`src/rtl/rsrg_pkg.sv`:
```
// ----------------------------------------------------------------------------
// rsrg_pkg
// Shared types and constants for the replacement-selection run generator.
// ----------------------------------------------------------------------------
package rsrg_pkg;

  localparam int CAPACITY_DEF = 32;
  localparam int KEY_W        = 16;
  localparam int PAYLOAD_W    = 32;

  localparam logic CMD_PUSH  = 1'b0;
  localparam logic CMD_FLUSH = 1'b1;

  typedef struct packed {
    logic                 command;
    logic [KEY_W-1:0]     record_key;
    logic [PAYLOAD_W-1:0] record_payload;
  } in_item_t;

  typedef struct packed {
    logic [KEY_W-1:0]     out_key;
    logic [PAYLOAD_W-1:0] out_payload;
    logic                 run_start;
    logic                 last;
  } out_item_t;

  // Controller to datapath commands.
  typedef struct packed {
    logic capture;    // latch input transaction
    logic scan_start; // clear scan minimum, start at slot 0
    logic scan_step;  // examine one slot
    logic fill;       // write new record at fill_count
    logic thaw;       // clear all frozen flags if all valid are frozen
    logic replace;    // emit minimum and write new record in its slot
    logic drain;      // emit minimum and move last entry into its slot
    logic reset_run;  // after flush: clear flags, empty, run pending
  } dp_cmd_t;

  // Datapath to controller status.
  typedef struct packed {
    logic is_flush;
    logic full;
    logic empty;
    logic scan_done;
    logic found;
    logic last_one;
  } dp_sts_t;

endpackage

```
`src/rtl/rsrg_ram.sv`:
```
// ----------------------------------------------------------------------------
// rsrg_ram
// Generic single-write, single-read RAM with registered read data.
// ----------------------------------------------------------------------------
module rsrg_ram #(
  parameter int WIDTH = 16,
  parameter int DEPTH = 32
) (
  input  logic                     clk,
  input  logic                     we,
  input  logic [$clog2(DEPTH)-1:0] waddr,
  input  logic [WIDTH-1:0]         wdata,
  input  logic [$clog2(DEPTH)-1:0] raddr,
  output logic [WIDTH-1:0]         rdata
);

  logic [WIDTH-1:0] mem [DEPTH];

  always_ff @(posedge clk) begin
    if (we) begin
      mem[waddr] <= wdata;
    end
    rdata <= mem[raddr];
  end

endmodule

```
`src/rtl/rsrg_datapath.sv`:
```
// ----------------------------------------------------------------------------
// rsrg_datapath
// Record store, frozen flags, sequential minimum scan and result register.
// ----------------------------------------------------------------------------
module rsrg_datapath #(
  parameter int CAPACITY = rsrg_pkg::CAPACITY_DEF
) (
  input  logic                rst,
  input  logic                clk,
  input  rsrg_pkg::in_item_t  in_item,
  input  rsrg_pkg::dp_cmd_t   cmd,
  output rsrg_pkg::dp_sts_t   sts,
  output rsrg_pkg::out_item_t result
);

  localparam int AW = $clog2(CAPACITY);
  localparam int CW = $clog2(CAPACITY + 1);

  logic                           cmd_flush;
  logic [rsrg_pkg::KEY_W-1:0]     new_key;
  logic [rsrg_pkg::PAYLOAD_W-1:0] new_payload;

  logic [CAPACITY-1:0] frozen;
  logic [CAPACITY-1:0] frozen_drain;
  logic [CW-1:0]       fill_count;
  logic                run_pending;

  logic [CW-1:0]       scan_idx;
  logic                scan_go;
  logic                scan_rd;     // read data for scan_idx-1 valid
  logic [AW-1:0]       rd_slot;
  logic                have_min;
  logic [AW-1:0]       min_slot;
  logic [rsrg_pkg::KEY_W-1:0]     min_key;
  logic [rsrg_pkg::PAYLOAD_W-1:0] min_payload;

  logic                           ram_we;
  logic [AW-1:0]                  ram_waddr;
  logic [rsrg_pkg::KEY_W-1:0]     ram_wkey;
  logic [rsrg_pkg::PAYLOAD_W-1:0] ram_wpay;
  logic [AW-1:0]                  ram_raddr;
  logic [rsrg_pkg::KEY_W-1:0]     rd_key;
  logic [rsrg_pkg::PAYLOAD_W-1:0] rd_pay;

  logic [AW-1:0]    last_slot;
  logic [CAPACITY-1:0] valid_mask;
  logic             all_frozen;
  logic             moving;

  assign last_slot = AW'(fill_count - CW'(1));

  always_comb begin
    for (int i = 0; i < CAPACITY; i++) begin
      valid_mask[i] = (CW'(i) < fill_count);
    end
  end

  assign all_frozen = (fill_count != '0) && ((frozen & valid_mask) == valid_mask);

  // During drain the read port's default address (last_slot) fetches the last entry for the move.
  assign moving = cmd.drain;

  // Step requests past the last valid slot are ignored.
  assign scan_go = cmd.scan_step && (scan_idx != fill_count);

  always_comb begin
    frozen_drain            = frozen;
    frozen_drain[min_slot]  = frozen[last_slot];
    frozen_drain[last_slot] = 1'b0;
  end

  always_comb begin
    ram_we    = 1'b0;
    ram_waddr = AW'(fill_count);
    ram_wkey  = new_key;
    ram_wpay  = new_payload;
    if (cmd.fill) begin
      ram_we = 1'b1;
    end else if (cmd.replace) begin
      ram_we    = 1'b1;
      ram_waddr = min_slot;
    end else if (cmd.drain) begin
      ram_we    = (min_slot != last_slot);
      ram_waddr = min_slot;
      ram_wkey  = rd_key;
      ram_wpay  = rd_pay;
    end
  end

  assign ram_raddr = scan_go ? AW'(scan_idx) : last_slot;

  rsrg_ram #(.WIDTH(rsrg_pkg::KEY_W), .DEPTH(CAPACITY)) u_key_ram (
    .clk  (clk),
    .we   (ram_we),
    .waddr(ram_waddr),
    .wdata(ram_wkey),
    .raddr(ram_raddr),
    .rdata(rd_key)
  );

  rsrg_ram #(.WIDTH(rsrg_pkg::PAYLOAD_W), .DEPTH(CAPACITY)) u_pay_ram (
    .clk  (clk),
    .we   (ram_we),
    .waddr(ram_waddr),
    .wdata(ram_wpay),
    .raddr(ram_raddr),
    .rdata(rd_pay)
  );

  always_ff @(posedge clk) begin
    if (cmd.capture) begin
      cmd_flush   <= in_item.command;
      new_key     <= in_item.record_key;
      new_payload <= in_item.record_payload;
    end
  end

  // Scan: one slot read per cycle, compare the registered read data in the cycle after.
  always_ff @(posedge clk) begin
    if (rst) begin
      scan_idx <= '0;
      scan_rd  <= 1'b0;
      have_min <= 1'b0;
    end else if (cmd.scan_start) begin
      scan_idx <= '0;
      scan_rd  <= 1'b0;
      have_min <= 1'b0;
    end else begin
      scan_rd <= scan_go;
      if (scan_go) begin
        scan_idx <= scan_idx + CW'(1);
        rd_slot  <= AW'(scan_idx);
      end
      if (scan_rd && !frozen[rd_slot] &&
          (!have_min || rd_key < min_key)) begin
        have_min    <= 1'b1;
        min_slot    <= rd_slot;
        min_key     <= rd_key;
        min_payload <= rd_pay;
      end
    end
  end

  always_ff @(posedge clk) begin
    if (rst) begin
      frozen      <= '0;
      fill_count  <= '0;
      run_pending <= 1'b1;
    end else begin
      if (cmd.fill) begin
        frozen[AW'(fill_count)] <= 1'b0;
        fill_count <= fill_count + CW'(1);
      end
      if (cmd.thaw && all_frozen) begin
        frozen      <= '0;
        run_pending <= 1'b1;
      end
      if (cmd.replace) begin
        frozen[min_slot] <= (new_key < min_key);
        run_pending      <= 1'b0;
      end
      if (cmd.drain) begin
        frozen      <= frozen_drain;
        fill_count  <= fill_count - CW'(1);
        run_pending <= 1'b0;
      end
      if (cmd.reset_run) begin
        frozen      <= '0;
        fill_count  <= '0;
        run_pending <= 1'b1;
      end
    end
  end

  always_ff @(posedge clk) begin
    if (cmd.replace || moving) begin
      result.out_key     <= min_key;
      result.out_payload <= min_payload;
      result.run_start   <= run_pending;
      result.last        <= cmd.drain && (fill_count == CW'(1));
    end
  end

  assign sts.is_flush  = cmd_flush;
  assign sts.full      = (fill_count == CW'(CAPACITY));
  assign sts.empty     = (fill_count == '0);
  assign sts.scan_done = (scan_idx == fill_count) && !scan_rd;
  assign sts.found     = have_min;
  assign sts.last_one  = (fill_count == CW'(1));

  always_ff @(posedge clk) begin
    if (!rst) begin
      assert (fill_count <= CW'(CAPACITY))
        else $error("fill count above capacity");
      assert (!(cmd.replace && cmd.drain))
        else $error("replace and drain together");
    end
  end

  a_fill_not_full: assert property (@(posedge clk) disable iff (rst)
    cmd.fill |-> fill_count < CW'(CAPACITY))
    else $error("fill into full store");
  a_emit_has_min: assert property (@(posedge clk) disable iff (rst)
    (cmd.replace || cmd.drain) |-> have_min)
    else $error("emit without minimum");
  a_drain_shrinks: assert property (@(posedge clk) disable iff (rst)
    cmd.drain |=> fill_count == $past(fill_count) - CW'(1))
    else $error("drain did not shrink store");

endmodule

```
`src/rtl/rsrg_ctrl.sv`:
```
// ----------------------------------------------------------------------------
// rsrg_ctrl
// Controller: sequences fill, thaw, scan, replace and drain steps.
// ----------------------------------------------------------------------------
module rsrg_ctrl (
  input  logic              clk,
  input  logic              rst,
  input  logic              in_valid,
  output logic              in_ready,
  output logic              out_valid,
  input  logic              out_ready,
  input  rsrg_pkg::dp_sts_t sts,
  output rsrg_pkg::dp_cmd_t cmd
);

  localparam logic [2:0] S_IDLE  = 3'd0;
  localparam logic [2:0] S_DEC   = 3'd1;
  localparam logic [2:0] S_SCAN  = 3'd2;
  localparam logic [2:0] S_EMIT  = 3'd3;
  localparam logic [2:0] S_POST  = 3'd4;
  localparam logic [2:0] S_WAIT  = 3'd5;
  localparam logic [2:0] S_FETCH = 3'd6;

  logic [2:0] state;
  logic [2:0] state_next;
  logic       out_valid_next;
  logic       flushing;
  logic       flushing_next;

  // Drain emits and moves the last entry in the same cycle; move data is read in S_FETCH.
  always_comb begin
    cmd            = '0;
    state_next     = state;
    out_valid_next = out_valid && !out_ready;
    flushing_next  = flushing;
    in_ready       = 1'b0;
    unique case (state)
      S_IDLE: begin
        in_ready = !out_valid;
        if (in_valid && !out_valid) begin
          cmd.capture = 1'b1;
          state_next  = S_DEC;
        end
      end
      S_DEC: begin
        if (sts.is_flush) begin
          if (sts.empty) begin
            state_next = S_IDLE;
          end else begin
            flushing_next  = 1'b1;
            cmd.thaw       = 1'b1;
            cmd.scan_start = 1'b1;
            state_next     = S_SCAN;
          end
        end else if (!sts.full) begin
          cmd.fill   = 1'b1;
          state_next = S_IDLE;
        end else begin
          flushing_next  = 1'b0;
          cmd.thaw       = 1'b1;
          cmd.scan_start = 1'b1;
          state_next     = S_SCAN;
        end
      end
      S_SCAN: begin
        if (sts.scan_done) begin
          state_next = flushing ? S_FETCH : S_EMIT;
        end else begin
          cmd.scan_step = 1'b1;
        end
      end
      S_FETCH: begin
        // last-slot read issued by default address; data ready next cycle
        state_next = S_EMIT;
      end
      S_EMIT: begin
        if (!out_valid || out_ready) begin
          out_valid_next = sts.found;
          if (!sts.found) begin
            state_next = S_IDLE;
          end else if (flushing) begin
            cmd.drain  = 1'b1;
            state_next = sts.last_one ? S_WAIT : S_POST;
          end else begin
            cmd.replace = 1'b1;
            state_next  = S_POST;
          end
        end
      end
      S_POST: begin
        cmd.thaw       = 1'b1;
        cmd.scan_start = 1'b1;
        state_next     = flushing ? S_SCAN : S_IDLE;
      end
      S_WAIT: begin
        cmd.reset_run = 1'b1;
        flushing_next = 1'b0;
        state_next    = S_IDLE;
      end
      default: state_next = S_IDLE;
    endcase
  end

  always_ff @(posedge clk) begin
    if (rst) begin
      state     <= S_IDLE;
      out_valid <= 1'b0;
      flushing  <= 1'b0;
    end else begin
      state     <= state_next;
      out_valid <= out_valid_next;
      flushing  <= flushing_next;
    end
  end

  a_no_accept_busy: assert property (@(posedge clk) disable iff (rst)
    in_ready |-> state == S_IDLE)
    else $error("input taken while busy");
  a_emit_free: assert property (@(posedge clk) disable iff (rst)
    (cmd.replace || cmd.drain) |-> (!out_valid || out_ready))
    else $error("result overwritten");
  a_one_op: assert property (@(posedge clk) disable iff (rst)
    $countones({cmd.fill, cmd.replace, cmd.drain, cmd.reset_run}) <= 1)
    else $error("conflicting commands");

endmodule

```
`src/rtl/replacement_selection_run_generator_top.sv`:
```
// ----------------------------------------------------------------------------
// replacement_selection_run_generator_top
// Replacement-selection run generator: sorted runs for an external sort.
// ----------------------------------------------------------------------------
//   channel | handshake            | payload
//   input   | in_valid / in_ready  | in_item  (command, record_key, record_payload)
//   output  | out_valid / out_ready| out_item (out_key, out_payload, run_start, last)
//
// A fill push captures the record and writes it at the fill count. A replacing
// push runs the one-slot-per-cycle minimum scan over the key RAM, then replaces.
// A flush repeats the scan, a last-slot fetch and a draining emission per record.
// Reset (rst, synchronous) empties the store; no clearing pass is needed.
// A stalled output holds the block before its next emission and keeps in_ready low.
// ----------------------------------------------------------------------------
module replacement_selection_run_generator_top #(
  parameter int CAPACITY = rsrg_pkg::CAPACITY_DEF
) (
  input  logic                clk,
  input  logic                rst,
  input  logic                in_valid,
  output logic                in_ready,
  input  rsrg_pkg::in_item_t  in_item,
  output logic                out_valid,
  input  logic                out_ready,
  output rsrg_pkg::out_item_t out_item
);

  rsrg_pkg::dp_cmd_t cmd;
  rsrg_pkg::dp_sts_t sts;

  rsrg_ctrl u_ctrl (
    .clk      (clk),
    .rst      (rst),
    .in_valid (in_valid),
    .in_ready (in_ready),
    .out_valid(out_valid),
    .out_ready(out_ready),
    .sts      (sts),
    .cmd      (cmd)
  );

  rsrg_datapath #(.CAPACITY(CAPACITY)) u_dp (
    .rst    (rst),
    .clk    (clk),
    .in_item(in_item),
    .cmd    (cmd),
    .sts    (sts),
    .result (out_item)
  );

endmodule
```
`config.mk`:
```
export PLATFORM = sky130hd
export DESIGN_NAME = replacement_selection_run_generator_top
export DESIGN_NICKNAME = d
export VERILOG_FILES = /design/src/rtl/rsrg_pkg.sv /design/src/rtl/rsrg_ram.sv /design/src/rtl/rsrg_datapath.sv /design/src/rtl/rsrg_ctrl.sv /design/src/rtl/replacement_selection_run_generator_top.sv
export SDC_FILE = /design/constraint.sdc
export NUM_CORES = 2
export LEC_CHECK = 0
export BUFFER_PORTS_ARGS = -buffer_cell sky130_fd_sc_hd__buf_2
export CAP_MARGIN = 20
export CORE_MARGIN = 4
export CORE_UTILIZATION = 70
export CTS_BUF_LIST = sky130_fd_sc_hd__clkbuf_8
export CTS_CLUSTER_SIZE = 28
export DETAILED_ROUTE_END_ITERATION = 6
export PLACE_DENSITY_LB_ADDON = 0.15
export SLEW_MARGIN = 20
export SYNTH_ARGS = -nofsm -noshare
export SYNTH_HDL_FRONTEND = slang
export SYNTH_SLANG_ARGS = --single-unit
```
`constraint.sdc`:
```
create_clock -name clk -period 11.3 [get_ports clk]
set_input_delay 0.565 -clock clk [delete_from_list [all_inputs] [get_ports clk]]
set_output_delay 0.565 -clock clk [all_outputs]
set_load 0.02 [all_outputs]
```
==> results.yml <==
worst_setup_path:
  critPathMostFrequentCell: "buf_4"
  worstReg2RegEnd: "u_dp.u_key_ram.rdata[2]"
  crit_fanout: 87
  crit_family: "buffers and inverters"
  r2r-start: "u_dp.fill_count[0]"
  critical_path_class: "flip-flop to flip-flop"
  cp_num_buf_inv: 4
  max_stage_delay_ns: 0.91
  r2r_setup_slack_ns: 5.46
  worstSetupEndpoint: "u_dp.u_key_ram.rdata[2]"
  critPathArrivalTime_ns: 6.64
  endpoint_kind: "flip-flop"
  critical_path_required_ns: 12.11
  crit_chain: "buf_4 > clkinv_1 > ha_1 > and3_1 > mux2_4 > nor2_4 > buf_4 > buf_4 > mux2i_1 > o22ai_1 > a2111oi_0 > nand3_1"
  slowest_stage: "buf_4"
  reg2reg_depth: 12
  startpoint: "u_dp.fill_count[0]"
  cp.depth: 12
  worst_setup_path_start_kind: "flip-flop"
die:
  die_h_um: 329
  coreArea_um2: 102000
  rows: 117
  fp.dieW_um: 329
  die_area_um2: 109000
  ios: 105
  start_util_pct: 70.8
status:
  violations: "DRC"
  outcome: "complete, but fails checks"
detailed_routing:
  wl_um: 198000
  via_per_inst: 6.78
  vias: 48500
  dr.pass1.iters: 7
  drc: 1
  wl_per_cell_um: 27.7
  ant_nets: 0
  drt_iter0_drc: 7915
power_and_ir_drop:
  p_per_area_nw_per_um2: 173
  combPwrFrac_pct: 9.1
  switchingPower_mw: 3.47
  seqPwrFrac_pct: 53.6
  p_clk_share_pct: 37.3
  internal_power_mw: 10.5
  leakagePower_nw: 28.1
  vdd_drop_max_mv: 0.182
  p_total_mw: 13.9
  sw_frac_of_total_pct: 24.9
synth:
  synth_cell_type_count: 67
  synth_top_family_by_area: "simple AND/OR/NAND/NOR gates"
  synthAdderAreaFrac_pct: 0.657
  syn_area_um2: 72300
  synth_area_per_cell_um2: 13.5
  synth-xor-area-share_pct: 0.315
  synth_most_common_cell: "edfxtp_1"
  syn_nets: 5461
  muxShareOfSynthArea_pct: 3.80
  synth.area.top_cells: "edfxtp_1 (70%), nand2_1 (7.3%), nand3_1 (3.2%), mux2i_1 (3.1%), dfxtp_1 (2.8%)"
  synthTopCellsByCount: "edfxtp_1 (1693), nand2_1 (1409), nand3_1 (459)"
  synth-seq-cells: 1793
  synth_edf_count: 1693
  async_flop_share_pct: 0
  synth_ff_type: "edfxtp_1"
  synth_area_leader_cell: "edfxtp_1"
  synth_cells: 5370
  synth_top_area_share_pct: 70.3
  synth-simple-area-share_pct: 12.8
  synth_compound_area_share_pct: 7.26
  seq_area_frac_synth_pct: 73.1
  yosysWarnings: 0
final_layout:
  nNetsFinal: 5653
  finish.utilization_pct: 78.6
  syn_to_final_growth_pct: 11.1
  drive_above_1_share_pct: 13.8
timing:
  slew_viol_final: 0
  setup_tns_ns: 0
  holdWs_ns: 0.312
  min_period_ns: 5.84
  grt_setup_unrepaired: "false"
  worst_slack_ns: 5.46
  max_freq_mhz: 171
  clock-skew-final_ns: 0.0705
  fin_crit_sh_pct: 51.6
  relSlewSlack_pct: 21.8
  setup_viol: 0
  hold_violations: 0
  worst_pin_slew_ns: 1.17
grt:
  grt.met1_usage_pct: 49.0
  grt_max_degree: 172
  grt.overflow.total: 0
  met2_usage_pct: 56.8
  grt_pass1_vias: 46700
  busiest_layer: "met2"
  track_usage_pct: 36.3
  antenna_found_initial: 2
  grt_pass1_wl_um: 290000
  grt.met3_usage_pct: 9.19
cts:
  cts_sinks: 1793
  path_clk_slew_ns: 0.06
  cts_tree: "done"
  cts_buffers: 293
  clk_path_buf_depth: 4
  cts_resized: 0
  root_buffer: "clkbuf_8"
  htree_levels: 5
  clock_latency_ns: 0.98
run:
  cap_violations: 0
placement:
  pre_cts_ws_ns: 5.50
  place.gp.congestion: 0.933
  port_buffers: 104
  dpl.hpwl_um: 98700
worst_hold_path:
  hold_class: "primary input to flip-flop"
==> repair_timing <==
| action | 4_1_cts | 5_1_grt |
|---|---|---|
| setup buffers | 0 | 0 |
| hold endpoints to repair | 54 | 0 |
| hold buffers | 51 | 0 |
==> metrics by stage <==
stage | std cells | area [um2]
after floorplan | 5370 | 72300
after global placement | 6580 | 74400
after detailed placement | 6582 | 74400
after CTS | 7144 | 80300
after global routing | 7149 | 80300
final | 7149 | 80300
==> cells in the final DEF (no fill, tap or decap), types with 38 or more instances in the layout <==
master,instances
edfxtp_1,1693
nand2_1,1407
nand3_1,459
clkbuf_8,322
mux2i_1,225
a31o_2,144
inv_1,138
nand4_1,125
buf_2,104
dfxtp_1,100
buf_4,88
a31oi_1,86
a21oi_1,71
nor2_1,65
o21ai_0,63
a2111oi_0,51
dlygate4sd3_1,51
o2111ai_1,50
o22ai_1,49
a32oi_1,49
a21boi_0,48
clkinv_1,42
ha_1,38
==> tightest hold or removal path, delay by kind of cell <==
family | cells | cell delay, ns
buffers and inverters | 1 | 0.10
AOI/OAI and AO/OA | 4 | 0.54
==> power by group through the flow <==
stage / clock network (mW) / logic [mW] / registers [mW]
global placement: 0 / 1.18 / 7.60
global route: 5.54 / 1.37 / 7.47
floorplan: 0 / 0.854 / 7.55
CTS: 5.21 / 1.25 / 7.47
finish: 5.19 / 1.27 / 7.47
detailed placement: 0 / 1.23 / 7.60
==> state kept, by name, summed over array words and instances, names as in the netlist, 3 cells and up <==
signal                flops
u_dp.frozen              32
u_dp.min_key             16
u_dp.u_key_ram.rdata     16
u_dp.min_slot             5
u_dp.result              50
u_dp.rd_slot              5
u_dp.scan_idx             6
u_ctrl.state              3
u_dp.min_payload         32
u_dp.new_payload         32
u_dp.u_pay_ram.rdata     32
u_dp.u_pay_ram.mem     1024
u_dp.u_key_ram.mem      512
u_dp.fill_count           6
u_dp.new_key             16
==> logic make-up (layout without fill, tap and decap cells) <==
kind of cell	after synthesis	count (layout)
compound gates	709	709
xor+xnor	26	26
fa+ha+maj	38	38
buf+inv	382	790
flops	1793	1793
mux	249	249
other cells	0	3
simple gates	2173	2173
==> routing by layer <==
layer	part of all wire [%]	up-vias
li1	-	20600
met1	36	23500
met2	47	3731
met3	13	657
met4	4.5	0
met5	0	-
==> cell type report <==
cell class,count,area [um2]
Antenna cell,3,7.51
Multi-Input combinational cell,3195,18500
Fill cell,5835,21800
Sequential cell,1793,52800
Timing Repair Buffer,251,1870
Tap cell,1368,1710
Inverter,28,105
Clock buffer,322,4430
Clock inverter,189,903
==> worst min-delay path by stage <==
stage / from / end / slack [ns] / cells past startpoint
floorplan: u_dp.min_payload[8] / u_dp.result[10] / 0.40 / 0
global placement: u_dp.min_payload[7] / u_dp.result[9] / 0.40 / 0
detailed placement: u_dp.min_payload[9] / u_dp.result[11] / 0.41 / 0
CTS: in_valid / u_ctrl.state[1] / 0.24 / 5
global route: in_item[4] / u_dp.new_payload[4] / 0.29 / 2
finish: in_valid / u_ctrl.state[1] / 0.31 / 5
(Power assumes the default switching activity.)
